<file path="src/rtl/core/ssb_pkg.sv">
// Shared types and constants for the sprite stamp blitter.
// No dependencies; imported by every module of the block.
package ssb_pkg;

  // Largest sprite dimension the counters are sized for.
  localparam int unsigned MaxDim   = 4096;
  localparam int unsigned ColW     = $clog2(MaxDim);
  localparam int unsigned RowW     = ColW + 1;
  localparam int unsigned DimW     = 13;
  localparam int unsigned ChanW    = 8;
  localparam int unsigned KeyW     = 3 * ChanW;
  localparam int unsigned AddrW    = 26;
  localparam int unsigned PixShift = 2;  // four bytes per canvas pixel
  localparam int unsigned CfgIdxW  = 3;
  localparam int unsigned CfgDataW = KeyW;

  // Signed canvas position widths, room for origin plus counter.
  localparam int unsigned CxW = ((DimW > ColW) ? DimW : ColW) + 2;
  localparam int unsigned CyW = ((DimW > RowW) ? DimW : RowW) + 2;
  // Compare width for the column wrap test.
  localparam int unsigned WrapW = ((ColW + 1) > DimW) ? (ColW + 1) : DimW;

  localparam logic [RowW-1:0]  RowMax   = RowW'(2 * MaxDim - 1);
  localparam logic [ChanW-1:0] ChanFull = '1;
  localparam logic [ChanW-1:0] DarkLim  = ChanW'(128);

  localparam logic [DimW-1:0] CanvasWidthRst  = DimW'(640);
  localparam logic [DimW-1:0] CanvasHeightRst = DimW'(480);
  localparam logic [DimW-1:0] SourceWidthRst  = DimW'(1);
  localparam logic [KeyW-1:0] KeyColorRst     = '1;

  typedef enum logic [CfgIdxW-1:0] {
    RegCanvasWidth  = 3'd0,
    RegCanvasHeight = 3'd1,
    RegOriginX      = 3'd2,
    RegOriginY      = 3'd3,
    RegSourceWidth  = 3'd4,
    RegBlendMode    = 3'd5,
    RegMaskHigh     = 3'd6,
    RegKeyColor     = 3'd7
  } cfg_reg_e;

  typedef struct packed {
    logic [DimW-1:0]        canvas_width;
    logic [DimW-1:0]        canvas_height;
    logic signed [DimW-1:0] origin_x;
    logic signed [DimW-1:0] origin_y;
    logic [DimW-1:0]        source_width;
    logic                   aura_mode;
    logic                   mask_inside_high;
    logic [KeyW-1:0]        key_color;
  } cfg_t;

  // Located and classified pixel, handed from the front stage to the address stage.
  typedef struct packed {
    logic             in_canvas;
    logic             opaque;
    logic [DimW-1:0]  pos_x;
    logic [DimW-1:0]  pos_y;
    logic [ChanW-1:0] red;
    logic [ChanW-1:0] green;
    logic [ChanW-1:0] blue;
  } pix_t;

endpackage

</file>
<file path="src/rtl/core/ssb_cfg_regs.sv">
// Configuration register file of the sprite stamp blitter.
// Depends on ssb_pkg for the register index codes and the cfg_t bundle.
module ssb_cfg_regs import ssb_pkg::*; (
  input  logic                clk_i,
  input  logic                rst_ni,
  input  logic                cfg_we_i,
  input  logic [CfgIdxW-1:0]  cfg_idx_i,
  input  logic [CfgDataW-1:0] cfg_data_i,
  output cfg_t                cfg_o
);

  cfg_t cfg_q, cfg_d;

  always_comb begin
    cfg_d = cfg_q;
    if (cfg_we_i) begin
      case (cfg_reg_e'(cfg_idx_i))
        RegCanvasWidth:  cfg_d.canvas_width     = cfg_data_i[DimW-1:0];
        RegCanvasHeight: cfg_d.canvas_height    = cfg_data_i[DimW-1:0];
        RegOriginX:      cfg_d.origin_x         = $signed(cfg_data_i[DimW-1:0]);
        RegOriginY:      cfg_d.origin_y         = $signed(cfg_data_i[DimW-1:0]);
        RegSourceWidth:  cfg_d.source_width     = cfg_data_i[DimW-1:0];
        RegBlendMode:    cfg_d.aura_mode        = cfg_data_i[0];
        RegMaskHigh:     cfg_d.mask_inside_high = cfg_data_i[0];
        RegKeyColor:     cfg_d.key_color        = cfg_data_i[KeyW-1:0];
        default: begin
          cfg_d = cfg_q;
        end
      endcase
    end
  end

  always_ff @(posedge clk_i or negedge rst_ni) begin
    if (!rst_ni) begin
      cfg_q.canvas_width     <= CanvasWidthRst;
      cfg_q.canvas_height    <= CanvasHeightRst;
      cfg_q.origin_x         <= '0;
      cfg_q.origin_y         <= '0;
      cfg_q.source_width     <= SourceWidthRst;
      cfg_q.aura_mode        <= 1'b0;
      cfg_q.mask_inside_high <= 1'b1;
      cfg_q.key_color        <= KeyColorRst;
    end else begin
      cfg_q <= cfg_d;
    end
  end

  assign cfg_o = cfg_q;

endmodule

</file>
<file path="src/rtl/core/ssb_front.sv">
// Front stage: sprite column/row counters, origin offset, canvas clip and
// opacity decision and aura colour override, registered into a pix_t. Depends on ssb_pkg.
module ssb_front import ssb_pkg::*; (
  input  logic             clk_i,
  input  logic             rst_ni,
  input  cfg_t             cfg_i,
  input  logic             in_valid_i,
  output logic             in_ready_o,
  input  logic             frame_start_i,
  input  logic [ChanW-1:0] src_red_i,
  input  logic [ChanW-1:0] src_green_i,
  input  logic [ChanW-1:0] src_blue_i,
  input  logic             mask_covers_i,
  input  logic             mask_bit_i,
  output logic             pix_valid_o,
  input  logic             pix_ready_i,
  output pix_t             pix_o
);

  logic [ColW-1:0]  col_q, col_d, col_cur;
  logic [RowW-1:0]  row_q, row_d, row_cur;
  logic [ColW:0]    col_next;
  logic             wrap;
  logic             accept;
  logic signed [CxW-1:0] cx, cw_ext;
  logic signed [CyW-1:0] cy, ch_ext;
  logic             in_canvas;
  logic             opaque;
  logic             dark;
  logic             pix_valid_q;
  pix_t             pix_q, pix_d;

  assign in_ready_o = !pix_valid_q || pix_ready_i;
  assign accept     = in_valid_i && in_ready_o;

  // A frame start restarts the sprite at pixel zero before it is used.
  assign col_cur  = frame_start_i ? '0 : col_q;
  assign row_cur  = frame_start_i ? '0 : row_q;
  assign col_next = {1'b0, col_cur} + (ColW + 1)'(1);
  assign wrap     = (WrapW'(col_next) >= WrapW'(cfg_i.source_width)) ||
                    (col_next >= (ColW + 1)'(MaxDim));

  always_comb begin
    col_d = col_q;
    row_d = row_q;
    if (accept) begin
      if (wrap) begin
        col_d = '0;
        row_d = (row_cur < RowMax) ? row_cur + RowW'(1) : row_cur;
      end else begin
        col_d = col_next[ColW-1:0];
        row_d = row_cur;
      end
    end
  end

  assign cx = $signed({{(CxW - DimW){cfg_i.origin_x[DimW-1]}}, cfg_i.origin_x}) +
              $signed({{(CxW - ColW){1'b0}}, col_cur});
  assign cy = $signed({{(CyW - DimW){cfg_i.origin_y[DimW-1]}}, cfg_i.origin_y}) +
              $signed({{(CyW - RowW){1'b0}}, row_cur});
  assign cw_ext = $signed({{(CxW - DimW){1'b0}}, cfg_i.canvas_width});
  assign ch_ext = $signed({{(CyW - DimW){1'b0}}, cfg_i.canvas_height});

  assign in_canvas = !cx[CxW-1] && (cx < cw_ext) && !cy[CyW-1] && (cy < ch_ext);

  assign dark = (src_red_i < DarkLim) && (src_green_i < DarkLim) && (src_blue_i < DarkLim);

  always_comb begin
    if (cfg_i.aura_mode) begin
      opaque = dark;
    end else if (mask_covers_i) begin
      opaque = cfg_i.mask_inside_high ? mask_bit_i : !mask_bit_i;
    end else begin
      opaque = {src_red_i, src_green_i, src_blue_i} != cfg_i.key_color;
    end
  end

  always_comb begin
    pix_d.in_canvas = in_canvas;
    pix_d.opaque    = opaque;
    pix_d.pos_x     = cx[DimW-1:0];
    pix_d.pos_y     = cy[DimW-1:0];
    pix_d.red       = cfg_i.aura_mode ? ChanFull : src_red_i;
    pix_d.green     = cfg_i.aura_mode ? ChanFull : src_green_i;
    pix_d.blue      = cfg_i.aura_mode ? ChanFull : src_blue_i;
  end

  always_ff @(posedge clk_i or negedge rst_ni) begin
    if (!rst_ni) begin
      col_q       <= '0;
      row_q       <= '0;
      pix_valid_q <= 1'b0;
    end else begin
      col_q <= col_d;
      row_q <= row_d;
      if (in_ready_o) begin
        pix_valid_q <= in_valid_i;
      end
    end
  end

  always_ff @(posedge clk_i) begin
    if (accept) begin
      pix_q <= pix_d;
    end
  end

  assign pix_valid_o = pix_valid_q;
  assign pix_o       = pix_q;

`ifndef SYNTHESIS
  // row only climbs within a sprite
  assert property (@(posedge clk_i) disable iff (!rst_ni)
    (accept && !frame_start_i) |=> (row_q >= $past(row_q)))
    else $error("ssb_front: row counter went backwards");
  // a frame start leaves the row at zero or one
  assert property (@(posedge clk_i) disable iff (!rst_ni)
    (accept && frame_start_i) |=> (row_q <= RowW'(1)))
    else $error("ssb_front: frame start did not restart rows");
`endif

endmodule

</file>
<file path="src/rtl/core/ssb_back.sv">
// Address stage: row * stride + column, scaled to bytes, and the result
// register with the write enable. Depends on ssb_pkg.
module ssb_back import ssb_pkg::*; (
  input  logic             clk_i,
  input  logic             rst_ni,
  input  cfg_t             cfg_i,
  input  logic             pix_valid_i,
  output logic             pix_ready_o,
  input  pix_t             pix_i,
  output logic             out_valid_o,
  input  logic             out_ready_i,
  output logic             write_enable_o,
  output logic [AddrW-1:0] byte_address_o,
  output logic [ChanW-1:0] out_red_o,
  output logic [ChanW-1:0] out_green_o,
  output logic [ChanW-1:0] out_blue_o
);

  logic [2*DimW-1:0] prod;
  logic [2*DimW:0]   lin;
  logic              take;
  logic              out_valid_q;
  logic              we_q, we_d;
  logic [AddrW-1:0]  addr_q, addr_d;
  logic [ChanW-1:0]  red_q, green_q, blue_q;

  assign pix_ready_o = !out_valid_q || out_ready_i;
  assign take        = pix_valid_i && pix_ready_o;

  assign prod = (2 * DimW)'(pix_i.pos_y) * (2 * DimW)'(cfg_i.canvas_width);
  assign lin  = {1'b0, prod} + (2 * DimW + 1)'(pix_i.pos_x);

  // Clipped pixels report a zero address.
  assign addr_d = pix_i.in_canvas ? {lin[AddrW-PixShift-1:0], {PixShift{1'b0}}} : '0;
  assign we_d   = pix_i.in_canvas && pix_i.opaque;

  always_ff @(posedge clk_i or negedge rst_ni) begin
    if (!rst_ni) begin
      out_valid_q <= 1'b0;
    end else if (pix_ready_o) begin
      out_valid_q <= pix_valid_i;
    end
  end

  always_ff @(posedge clk_i) begin
    if (take) begin
      we_q    <= we_d;
      addr_q  <= addr_d;
      red_q   <= pix_i.red;
      green_q <= pix_i.green;
      blue_q  <= pix_i.blue;
    end
  end

  assign out_valid_o    = out_valid_q;
  assign write_enable_o = we_q;
  assign byte_address_o = addr_q;
  assign out_red_o      = red_q;
  assign out_green_o    = green_q;
  assign out_blue_o     = blue_q;

`ifndef SYNTHESIS
  assert property (@(posedge clk_i) disable iff (!rst_ni)
    (take && !pix_i.in_canvas) |=> (out_valid_o && !write_enable_o && byte_address_o == '0))
    else $error("ssb_back: clipped pixel produced a write or address");
`endif

endmodule

</file>
<file path="src/rtl/core/sprite_stamp_blitter_top.sv">
// Sprite stamp blitter top level: config registers, front and address stages.
// Depends on ssb_pkg, ssb_cfg_regs, ssb_front and ssb_back.
//
// One canvas write request comes out for every source pixel request taken in, in order.
// Throughput is one pixel per clock while the output is not stalled; a result
// passes the front register, then the address register after the
// row-times-stride multiply. Both stages hold their request under
// back-pressure and a new pixel is taken whenever the front register is
// free or moving on.
// Counters restart on frame_start; the column wraps at source_width (zero acts
// as one, capped at MaxDim) and the row saturates. Clipped pixels give
// write_enable 0 and a zero address. Registers are written through
// cfg_we_i/cfg_idx_i/cfg_data_i and must only change while no pixel is in flight.
module sprite_stamp_blitter_top import ssb_pkg::*; (
  input  logic                clk_i,
  input  logic                rst_ni,
  input  logic                cfg_we_i,
  input  logic [CfgIdxW-1:0]  cfg_idx_i,
  input  logic [CfgDataW-1:0] cfg_data_i,
  input  logic                in_valid_i,
  output logic                in_ready_o,
  input  logic                frame_start_i,
  input  logic [ChanW-1:0]    src_red_i,
  input  logic [ChanW-1:0]    src_green_i,
  input  logic [ChanW-1:0]    src_blue_i,
  input  logic                mask_covers_i,
  input  logic                mask_bit_i,
  output logic                out_valid_o,
  input  logic                out_ready_i,
  output logic                write_enable_o,
  output logic [AddrW-1:0]    byte_address_o,
  output logic [ChanW-1:0]    out_red_o,
  output logic [ChanW-1:0]    out_green_o,
  output logic [ChanW-1:0]    out_blue_o,
  output logic [ChanW-1:0]    out_alpha_o
);

  cfg_t cfg;
  pix_t pix;
  logic pix_valid;
  logic pix_ready;

  ssb_cfg_regs u_cfg (
    .clk_i      (clk_i),
    .rst_ni     (rst_ni),
    .cfg_we_i   (cfg_we_i),
    .cfg_idx_i  (cfg_idx_i),
    .cfg_data_i (cfg_data_i),
    .cfg_o      (cfg)
  );

  ssb_front u_front (
    .clk_i         (clk_i),
    .rst_ni        (rst_ni),
    .cfg_i         (cfg),
    .in_valid_i    (in_valid_i),
    .in_ready_o    (in_ready_o),
    .frame_start_i (frame_start_i),
    .src_red_i     (src_red_i),
    .src_green_i   (src_green_i),
    .src_blue_i    (src_blue_i),
    .mask_covers_i (mask_covers_i),
    .mask_bit_i    (mask_bit_i),
    .pix_valid_o   (pix_valid),
    .pix_ready_i   (pix_ready),
    .pix_o         (pix)
  );

  ssb_back u_back (
    .clk_i          (clk_i),
    .rst_ni         (rst_ni),
    .cfg_i          (cfg),
    .pix_valid_i    (pix_valid),
    .pix_ready_o    (pix_ready),
    .pix_i          (pix),
    .out_valid_o    (out_valid_o),
    .out_ready_i    (out_ready_i),
    .write_enable_o (write_enable_o),
    .byte_address_o (byte_address_o),
    .out_red_o      (out_red_o),
    .out_green_o    (out_green_o),
    .out_blue_o     (out_blue_o)
  );

  assign out_alpha_o = ChanFull;

`ifndef SYNTHESIS
  // both stages full and stalled: nothing more may enter
  assert property (@(posedge clk_i) disable iff (!rst_ni)
    (pix_valid && out_valid_o && !out_ready_i) |-> !in_ready_o)
    else $error("sprite_stamp_blitter_top: pipeline overrun");
  // an accepted pixel is held in the front register next cycle
  assert property (@(posedge clk_i) disable iff (!rst_ni)
    (in_valid_i && in_ready_o) |=> pix_valid)
    else $error("sprite_stamp_blitter_top: accepted pixel lost");
  // a front request that cannot move stays put
  assert property (@(posedge clk_i) disable iff (!rst_ni)
    (pix_valid && !pix_ready) |=> (pix_valid && $stable(pix)))
    else $error("sprite_stamp_blitter_top: stalled pixel changed");
`endif

endmodule

</file>
<file path="config.mk">
export PLATFORM = sky130hd
export DESIGN_NAME = sprite_stamp_blitter_top
export DESIGN_NICKNAME = d
export VERILOG_FILES = /design/src/rtl/core/ssb_pkg.sv /design/src/rtl/core/ssb_cfg_regs.sv /design/src/rtl/core/ssb_front.sv /design/src/rtl/core/ssb_back.sv /design/src/rtl/core/sprite_stamp_blitter_top.sv
export SDC_FILE = /design/constraint.sdc
export NUM_CORES = 1
export LEC_CHECK = 0
export BUFFER_PORTS_ARGS = -buffer_cell sky130_fd_sc_hd__buf_2
export CORE_ASPECT_RATIO = 1.5
export CORE_UTILIZATION = 57
export CTS_CLUSTER_SIZE = 10
export DETAILED_ROUTE_END_ITERATION = 7
export PLACE_DENSITY = 0.76
export RECOVER_POWER = 50
export SYNTH_ARGS = -nofsm -noshare
export SYNTH_HDL_FRONTEND = slang
export SYNTH_SLANG_ARGS = --single-unit
</file>
<file path="constraint.sdc">
create_clock -name clk_i -period 13.1 [get_ports clk_i]
set_input_delay 0.655 -clock clk_i [delete_from_list [all_inputs] [get_ports clk_i]]
set_output_delay 0.655 -clock clk_i [all_outputs]
set_load 0.01 [all_outputs]
</file>
==> Word-level counts from Yosys, hierarchy flattened <==
Cells that the tools add are included.
{ "word_totals": {"wordCells": 80, "ff_bits": 221, "in_bits": 59, "out_inout_bits": 61} }
{ "classes": {"order_cmp": 8, "mux": 8, "n_reduce_logical": 25, "n_addsub": 5, "n_eq_ne": 8, "mul": 1} }
{ "op_table": {"columns": ["operator", "count"], "rows": [
  ["$mux 13", 3],
  ["$lt 15x14->1", 2],
  ["$add 24x13->24", 1],
  ["$lt 8x8->1 const B", 3],
  ["$mul 13x13->24", 1],
  ["$mux 12", 2],
  ["$ne 24x24->1", 1],
  ["$reduce_and 2->1", 8],
  ["$add 13x14->15", 1],
  ["$add 13x13->14", 1],
  ["$add 12x1->13 const B", 1],
  ["$add 13x1->13 const B", 1],
  ["$ge 13x13->1", 1],
  ["$ge 13x13->1 const B", 1],
  ["$lt 13x13->1 const B", 1],
  ["$eq 3x3->1 const B", 4],
  ["$logic_and 1x1->1", 8],
  ["$eq 3x2->1 const B", 2],
  ["$logic_not 1->1", 5],
  ["$eq 3x1->1 const B", 1],
  ["$logic_not 3->1", 1],
  ["$logic_or 1x1->1", 3],
  ["$mux 1", 3]
]} }

==> Logic depth before layout (Yosys ltp) <==
Gate-level depths: netlist of run 1.
{ "logic_depth": {"word_depth": 6, "depth_mapped": 22, "depth_no_buf": 21} }

==> Hierarchy <==
Synthesis of run 1 repeated with hierarchy kept, for this count alone.
{ "hier_totals": {"hier_cells": 1615, "area_unflattened_um2": 17023.8} }
{ "by_module_without_submodules": {"columns": ["module", "cells_each", "area_each_um2", "n_inst", "seq_area_each_um2"], "rows": [
  ["ssb_back", 786, 7681.1, 1, 1496.4],
  ["ssb_front", 620, 5776.8, 1, 2212.1],
  ["ssb_cfg_regs", 200, 3502.1, 1, 2317.2],
  ["sprite_stamp_blitter_top", 9, 63.8, 1, 0.0]
]} }

==> Worst setup path after synthesis of run 1 <==
No wires, ideal clock.
{ "synth_path": {"path_kind": "flip-flop to flip-flop", "startpoint": "register u_front.pix_q (netlist bit u_front.pix_o[29])", "endpoint": "register u_back.addr_q[25] (netlist: u_back.byte_address_o[25]), data pin", "period_less_slack_ps": 5999, "stages_incl_launch_ff": 23, "setup_ps": 255, "setup_slack_ps": 7101, "n_path_buf": 1, "t_arrival_ps": 5744, "required_time_ps": 12845, "cell_sequence": "edfxtp_1 clkbuf_1 and2_1 fa_1 inv_1 fa_1 inv_1 fa_1 inv_1 fa_1 inv_1 fa_1 inv_1 fa_1 inv_1 ha_1 a21oi_1 nand2_1 o31a_1 a31oi_2 a211oi_1 or3_1 and3_1"} }
{ "synth_between": {"elab_chain_len": 2} }
{ "synth_rtl": {"columns": ["item", "line", "source"], "rows": [
  ["from (decl)", "ssb_front.sv:31", "pix_t pix_q, pix_d;"],
  ["from (signal assigned)", "ssb_front.sv:104", "pix_q <= pix_d;"],
  ["$mul 13x13->24", "ssb_back.sv:30", "assign prod = (2 * DimW)'(pix_i.pos_y) * (2 * DimW)'(cfg_i.canvas_width);"],
  ["$add 24x13->24", "ssb_back.sv:31", "assign lin = {1'b0, prod} + (2 * DimW + 1)'(pix_i.pos_x);"],
  ["to (signal assigned)", "ssb_back.sv:48", "addr_q <= addr_d;"],
  ["to (decl)", "ssb_back.sv:24", "logic [AddrW-1:0] addr_q, addr_d;"]
]} }
Every way passes these cells.
A chain may end at the register's enable or synchronous reset.

==> Final worst setup path of run 1 <==
Ends and elaborated chain as after synthesis.

==> insert_results.sql, run 1 <==
INSERT INTO impl_metrics (metric_group, metric, value, unit) VALUES
('status', 'outcome', 'finished with violations', ''),
('die', 'fp-row-count', '76', ''),
('finish', 'layout-drive-gt1-share', '14.4', '%'),
('setup_path', 'worst_r2r_path_depth', '21', ''),
('die', 'die_h', '212', 'µm'),
('synth', 'syn-cell-area', '16700', 'µm²'),
('route', 'detail_route.iter0.violations', '609', ''),
('placed_design', 'dp_cells', '2056', ''),
('setup_path', 'worst_ep_arrival_time', '6.67', 'ns'),
('synth', 'synth_largest_type_area_fraction', '18.1', '%'),
('route', 'detailroute.wirelength.met2', '19.7', 'mm'),
('route', 'highest_routed_metal_layer', 'met4', ''),
('die', 'ioPinCount', '120', ''),
('clock_tree', 'postCtsSetupBuffers', '0', ''),
('timing', 'setup_viol_count_final', '0', ''),
('synth', 'syn-mean-instance-area', '10.4', 'µm²'),
('placed_design', 'final_gp_congestion', '0.921', ''),
('route', 'routed_via_density', '5.48', ''),
('grt', 'via_count_of_the_first_global_routing_pass', '12100', ''),
('route', 'detail_route.first_pass.iterations', '5', ''),
('synth', 'synth-edff-count', '101', ''),
('synth', 'async_flop_share', '53.9', '%'),
('die', 'die_width', '142', 'µm'),
('clock_tree', 'cts_hold_fix_bufs', '0', ''),
('timing', 'final_min_period_over_clock_period', '48.7', '%'),
('timing', 'timing.final.hold_violations', '0', ''),
('synth', 'yosysWarnings', '0', ''),
('min_path', 'whs_endpoint', 'u_front.pix_valid_o$_DFFE_PN0N_', ''),
('placed_design', 'portBuffers', '109', ''),
('status', 'violations', 'max-capacitance violations, max-slew violations', ''),
('finish', 'nets_finish', '2028', ''),
('timing', 'finalWorstPathRequiredPeriod', '6.38', 'ns'),
('synth', 'synth.top_cells.by_area', 'edfxtp_1 (18%), fa_1 (16%), dfrtp_1 (13%)', ''),
('clock_tree', 'clockBufferDepth', '3', ''),
('synth', 'synth_flop_cell', 'edfxtp_1', ''),
('finish', 'antenna_cells_inserted', '0', ''),
('timing', 'finalSetupTns', '0', 'ns'),
('synth', 'synth_top_area_cell', 'edfxtp_1', ''),
('min_path', 'hold_path_class', 'primary input to flop', ''),
('timing', 'max_clock_freq', '157', 'MHz'),
('clock_tree', 'cts_sinks', '219', ''),
('setup_path', 'endpoint_kind', 'flop', ''),
('clock_tree', 'tritoncts.num_buffers', '26', ''),
('clock_tree', 'cts_resized', '0', ''),
('timing', 'finalMaxSlewViolations', '214', ''),
('grt', 'grt_max_degree', '67', ''),
('clock_tree', 'cts-root-buf', 'clkbuf_16', ''),
('synth', 'synthDistinctLibCells', '67', ''),
('die', 'floorplan.initialDensity', '58.1', '%'),
('setup_path', 'slack_of_the_worst_reg_to_reg_path', '6.72', 'ns'),
('die', 'die_area', '30100', 'µm²'),
('clock_tree', 'clk_pin_slew_worst_paths', '0.05', 'ns'),
('setup_path', 'critical_path_peak_fanout', '13', ''),
('flow_run', 'drv.max_cap_violation_count', '4', ''),
('clock_tree', 'clock_tree_from_tritoncts', 'built', ''),
('synth', 'netlist_instances', '1607', ''),
('timing', 'maxSlewHeadroom', '-136', '%'),
('timing', 'clock-skew-final', '0.0294', 'ns'),
('route', 'drc_errors', '0', ''),
('grt', 'grt_first_pass_wirelength', '59.5', 'mm'),
('min_path', 'timing.hold.worst.start', 'in_valid_i', ''),
('setup_path', 'r2r_startpoint', 'u_front.pix_o[29]$_DFFE_PP_', ''),
('setup_path', 'critical_path_class', 'flop to flop', ''),
('synth', 'synthMostInstantiatedCell', 'inv_1', ''),
('grt', 'grt_overall_usage', '25.5', '%'),
('clock_tree', 'clk_latency', '0.55', 'ns'),
('grt', 'antenna_violations_before_repair', '0', ''),
('die', 'coreArea', '28800', 'µm²'),
('grt', 'grt_overflow_total', '0', ''),
('synth', 'synth_seq_area_share', '36.0', '%'),
('route', 'avgRoutedWirePerCell', '17.1', 'µm');
[routing by layer]
layer | vias to the layer above | global-route usage (%)
met1 | 5723 | 29.7
met3 | 60 | 2.47
met5 | - | 0
met2 | 255 | 48.8
met4 | 0 | 7.64
li1 | 5484 | -
[state kept, by name (all words and copies together) (netlist names), 8 cells and up]
signal / flops
u_back.byte_address_o: 24
u_back.out_blue_o: 8
u_back.out_green_o: 8
u_back.out_red_o: 8
u_cfg.cfg_o: 91
u_front.col_q: 12
u_front.pix_o: 52
u_front.row_q: 13
[metrics by stage]
| stage | hold slack [ns] | setup slack, ns | instance area (µm²) |
|---|---|---|---|
| after floorplan | 0.359 | 7.10 | 16800 |
| after global placement | 0.402 | 6.82 | 17600 |
| after detailed placement | 0.405 | 6.72 | 17600 |
| after CTS | 0.159 | 6.72 | 18400 |
| after global routing | 0.300 | 6.36 | 18300 |
| final | 0.310 | 6.72 | 18300 |
[cell usage in the layout, fill, tap and decap left out, drive strengths merged, types with 7 or more instances in the layout]
cell	instances
nand2b	13
nand4	14
inv	222
xor2	45
edfxtp	101
dfrtp	86
mux2	54
nor3	19
or2	25
nand2	186
a21oi	42
a211oi	10
conb	10
nor2	22
a21o	24
clkbuf	68
nand3	22
and3	11
nor2b	28
buf	95
o21bai	7
o21ai	78
fa	131
xnor2	32
and2	102
dfstp	32
nor4	7
ha	144
[layout make-up]
cell class                 count  area (µm²)
clock buffer                  45         732
clock inverter                 2        36.3
fill                        2375       10500
inverter                     221         830
multi-input combinational   1108        9620
sequential                   219        6030
tap                          390         488
timing repair buffer         118         567
[how the worst max path moves through the flow]
stage,cells after the start,slack (ns),end,start
6_report,21,6.72,u_back.byte_address_o[25]$_SDFFCE_PN0P_,u_front.pix_o[29]$_DFFE_PP_
3_5_place_dp,21,6.72,u_back.byte_address_o[25]$_SDFFCE_PN0P_,u_front.pix_o[29]$_DFFE_PP_
3_3_place_gp,21,6.82,u_back.byte_address_o[25]$_SDFFCE_PN0P_,u_front.pix_o[29]$_DFFE_PP_
2_1_floorplan,22,7.10,u_back.byte_address_o[25]$_SDFFCE_PN0P_,u_front.pix_o[29]$_DFFE_PP_
4_1_cts,21,6.72,u_back.byte_address_o[25]$_SDFFCE_PN0P_,u_front.pix_o[29]$_DFFE_PP_
5_1_grt,2,6.36,u_cfg.cfg_o[90]$_DFFE_PN0P_,rst_ni
[logic make-up (layout without fill, tap and decap cells)]
family / count (synthesis) / count (layout) / synth area share, %
buffers and inverters: 288 / 386 / 6.69
AOI/OAI and AO/OA: 217 / 217 / 8.37
adders and majority gates: 275 / 275 / 26.4
other: 2 / 10 / 0.0449
DFF: 219 / 219 / 36.0
and+or+nand+nor: 473 / 473 / 14.6
xor gates and xnor gates: 77 / 77 / 4.03
muxes: 56 / 56 / 3.75
[worst max-delay path, cell delays in order (launching register included)]
cell and delay, ns:
edfxtp_1 0.56, and2_1 0.24, fa_1 0.53, inv_1 0.05, fa_1 0.53, inv_1 0.05
fa_1 0.50, inv_1 0.05, fa_1 0.47, inv_1 0.05, fa_1 0.52, inv_1 0.05
fa_1 0.49, inv_1 0.05, ha_1 0.34, a21oi_1 0.23, nand2_1 0.09, o31a_1 0.35
a31oi_2 0.29, a211oi_1 0.13, or3_1 0.37, and3_1 0.19
Power of run 1 is not shown: default switching activity piles up to over one toggle a cycle in this logic, so the estimate is an artifact.
==> run 2: changes to the inputs <==
Settings changed: CORE_UTILIZATION 57 to 56, PLACE_DENSITY 0.76 to 0.78.
Clock period 13.1 ns to 5.5 ns, I/O delays scaled along.
==> insert_results.sql, run 2 (same netlist as run 1, synthesis figures left out) <==
INSERT INTO impl_metrics (metric_group, metric, value, unit) VALUES
('route', 'antenna_violating_nets_post_route', '0', ''),
('placed_design', 'portBuffers', '109', ''),
('finish', 'largest_register_ffs', '91', ''),
('timing', 'maxSlewHeadroom', '-150', '%'),
('clock_tree', 'cts-root-buf', 'clkbuf_16', ''),
('finish', 'multi_input_area', '9990', 'µm²'),
('setup_path', 'critPathRequiredTime', '5.81', 'ns'),
('clock_tree', 'tritoncts.num_buffers', '27', ''),
('finish', 'layout-drive-gt1-share', '21.4', '%'),
('die', 'ioPinCount', '120', ''),
('clock_tree', 'clk_latency', '0.56', 'ns'),
('route', 'detail_route.iter0.violations', '579', ''),
('clock_tree', 'htreeDepth', '1', ''),
('placed_design', 'final_gp_congestion', '0.906', ''),
('grt', 'grt_overall_usage', '26.9', '%'),
('setup_path', 'endpoint_kind', 'flop', ''),
('flow_run', 'drv.max_cap_violation_count', '1', ''),
('finish', 'final_design_area_no_fill', '19700', 'µm²'),
('timing', 'clock-skew-final', '0.0205', 'ns'),
('route', 'avgRoutedWirePerCell', '17.7', 'µm'),
('clock_tree', 'clockBufferDepth', '3', ''),
('finish', 'mostFrequentLayoutCells', 'inv_1 (215), nand2_1 (185), ha_1 (134)', ''),
('timing', 'setup_viol_count_final', '13', ''),
('setup_path', 'critical_path_peak_fanout', '6', ''),
('finish', 'num-fill-cells', '2242', ''),
('grt', 'antenna_violations_before_repair', '6', ''),
('clock_tree', 'clk_pin_slew_worst_paths', '0.06', 'ns'),
('clock_tree', 'clock_tree_from_tritoncts', 'built', ''),
('route', 'routed_via_density', '5.46', ''),
('finish', 'area.sequential', '6030', 'µm²'),
('die', 'die_width', '143', 'µm'),
('placed_design', 'dp_cells', '2151', ''),
('placed_design', 'place_hpwl', '29.8', 'mm'),
('setup_path', 'crit_path_end', 'u_back.byte_address_o[25]$_SDFFCE_PN0P_', ''),
('timing', 'max_clock_freq', '171', 'MHz'),
('route', 'detailed_route_via_count', '12200', ''),
('timing', 'transition_time_at_the_pin_with_the_least_slew_margin', '3.75', 'ns'),
('route', 'drc_errors', '0', ''),
('placed_design', 'post_dp_cell_area', '18400', 'µm²'),
('status', 'outcome', 'finished with violations', ''),
('setup_path', 'rr_endpoint', 'u_back.byte_address_o[25]$_SDFFCE_PN0P_', ''),
('timing', 'finalMaxSlewViolations', '68', ''),
('timing', 'timing.final.hold_violations', '0', ''),
('finish', 'final_common_cell', 'inv_1', ''),
('route', 'detail_route.first_pass.iterations', '6', ''),
('die', 'floorplan.initialDensity', '56.9', '%'),
('status', 'violations', 'max-capacitance violations, max-slew violations, negative setup slack', ''),
('grt', 'via_count_of_the_first_global_routing_pass', '12900', ''),
('grt', 'grt_max_degree', '68', ''),
('grt', 'grt_overflow_total', '0', ''),
('grt', 'grt_first_pass_wirelength', '63.5', 'mm'),
('setup_path', 'timing.critical_path.from_type', 'flop', ''),
('timing', 'finalWorstPathRequiredPeriod', '5.84', 'ns'),
('setup_path', 'worst_ep_arrival_time', '6.16', 'ns'),
('timing', 'finalWorstSetupSlack', '-0.345', 'ns'),
('finish', 'nets_finish', '2152', ''),
('finish', 'syn_to_final_growth', '18.0', '%'),
('die', 'die_h', '214', 'µm'),
('timing', 'final_min_period_over_clock_period', '106', '%'),
('die', 'die_area', '30600', 'µm²'),
('finish', 'count_of_non_filler_cells_in_the_finished_layout', '2239', ''),
('min_path', 'hold_path_class', 'primary input to flop', ''),
('setup_path', 'slack_of_the_worst_reg_to_reg_path', '-0.34', 'ns'),
('die', 'fp-row-count', '77', ''),
('timing', 'grt_setup_unrepaired', 'yes', ''),
('setup_path', 'worst_r2r_path_depth', '19', ''),
('setup_path', 'r2r_startpoint', 'u_front.pix_o[34]$_DFFE_PP_', ''),
('setup_path', 'critical_path_class', 'flop to flop', ''),
('setup_path', 'critPathLaunch', 'u_front.pix_o[34]$_DFFE_PP_', ''),
('die', 'coreArea', '29400', 'µm²'),
('route', 'finalWirelength', '39.6', 'mm'),
('clock_tree', 'cts_sinks', '219', '');
-- run 2: cell count changes in the layout (fill, tap and decap cells not counted), sizes merged --
cell	before	now
clkbuf	68	89
clkinv	1	2
dlygate4sd3	0	13
diode	0	6
buf	95	184
inv	222	223
-- run 2: final cells by class --
cell class                 instances  area share, %
multi-input combinational       1108           50.6
sequential                       219           30.5
timing repair buffer             241           8.00
inverter                         221           4.20
clock buffer                      45           3.92
tap                              395           2.50
clock inverter                     4          0.184
antenna                            6         0.0760
-- run 2: critical path, stage by stage (launching register included) --
cell and delay [ns]:
edfxtp_1 0.51, and2_4 0.20, fa_1 0.49, inv_1 0.06, fa_1 0.55, inv_1 0.05
fa_1 0.50, fa_1 0.43, fa_1 0.50, inv_1 0.05, fa_1 0.49, inv_1 0.06
ha_4 0.25, a21oi_4 0.17, o21ai_2 0.08, a221o_1 0.33, a31oi_4 0.20, a211oi_2 0.10
or3_1 0.38, and3_1 0.18
-- run 2: how the worst min path moves through the flow --
stage,start,end,depth (start not counted)
global route,src_red_i[3],u_front.pix_o[19]$_SDFFCE_PP1P_,2
floorplan,rst_ni,u_back.out_valid_o$_DFFE_PN0P_,0
detailed placement,u_front.pix_o[4]$_SDFFCE_PP1P_,u_back.out_blue_o[4]$_DFFE_PP_,0
finish,out_ready_i,u_back.out_valid_o$_DFFE_PN0P_,3
CTS,src_red_i[3],u_front.pix_o[19]$_SDFFCE_PP1P_,2
global placement,u_front.pix_o[13]$_SDFFCE_PP1P_,u_back.out_green_o[5]$_DFFE_PP_,0
-- run 2: per-layer routing --
layer | track usage [%] | up-vias | part of all wire, %
li1 | - | 5737 | -
met5 | 0 | - | 0
met4 | 12.2 | 0 | 4.5
met3 | 2.39 | 112 | 3.5
met1 | 30.0 | 6071 | 38
met2 | 51.3 | 305 | 55
-- run 2: through the flow --
stage	util (%)	setup WS (ns)	hold WS [ns]	setup TNS [ns]
6_report	67.2	-0.345	0.0137	-2.18
5_1_grt	67.2	-0.509	0.0146	-4.80
4_1_cts	67.0	-0.302	0.000987	-1.75
3_5_place_dp	62.5	-0.486	0.405	-3.48
3_3_place_gp	62.5	-0.355	0.401	-1.89
2_1_floorplan	-	-0.140	-0.0206	-0.140
-- run 2: repair_timing --
action	4_1_cts	5_1_grt
gates resized for setup	57	22
hold endpoints to repair	51	0
endpoints found under the setup margin	13	15
buffers inserted	17	4
cloned	0	0
hold buffers	13	0
pin swaps	32	14
Power of run 2 is left out for the same reason.
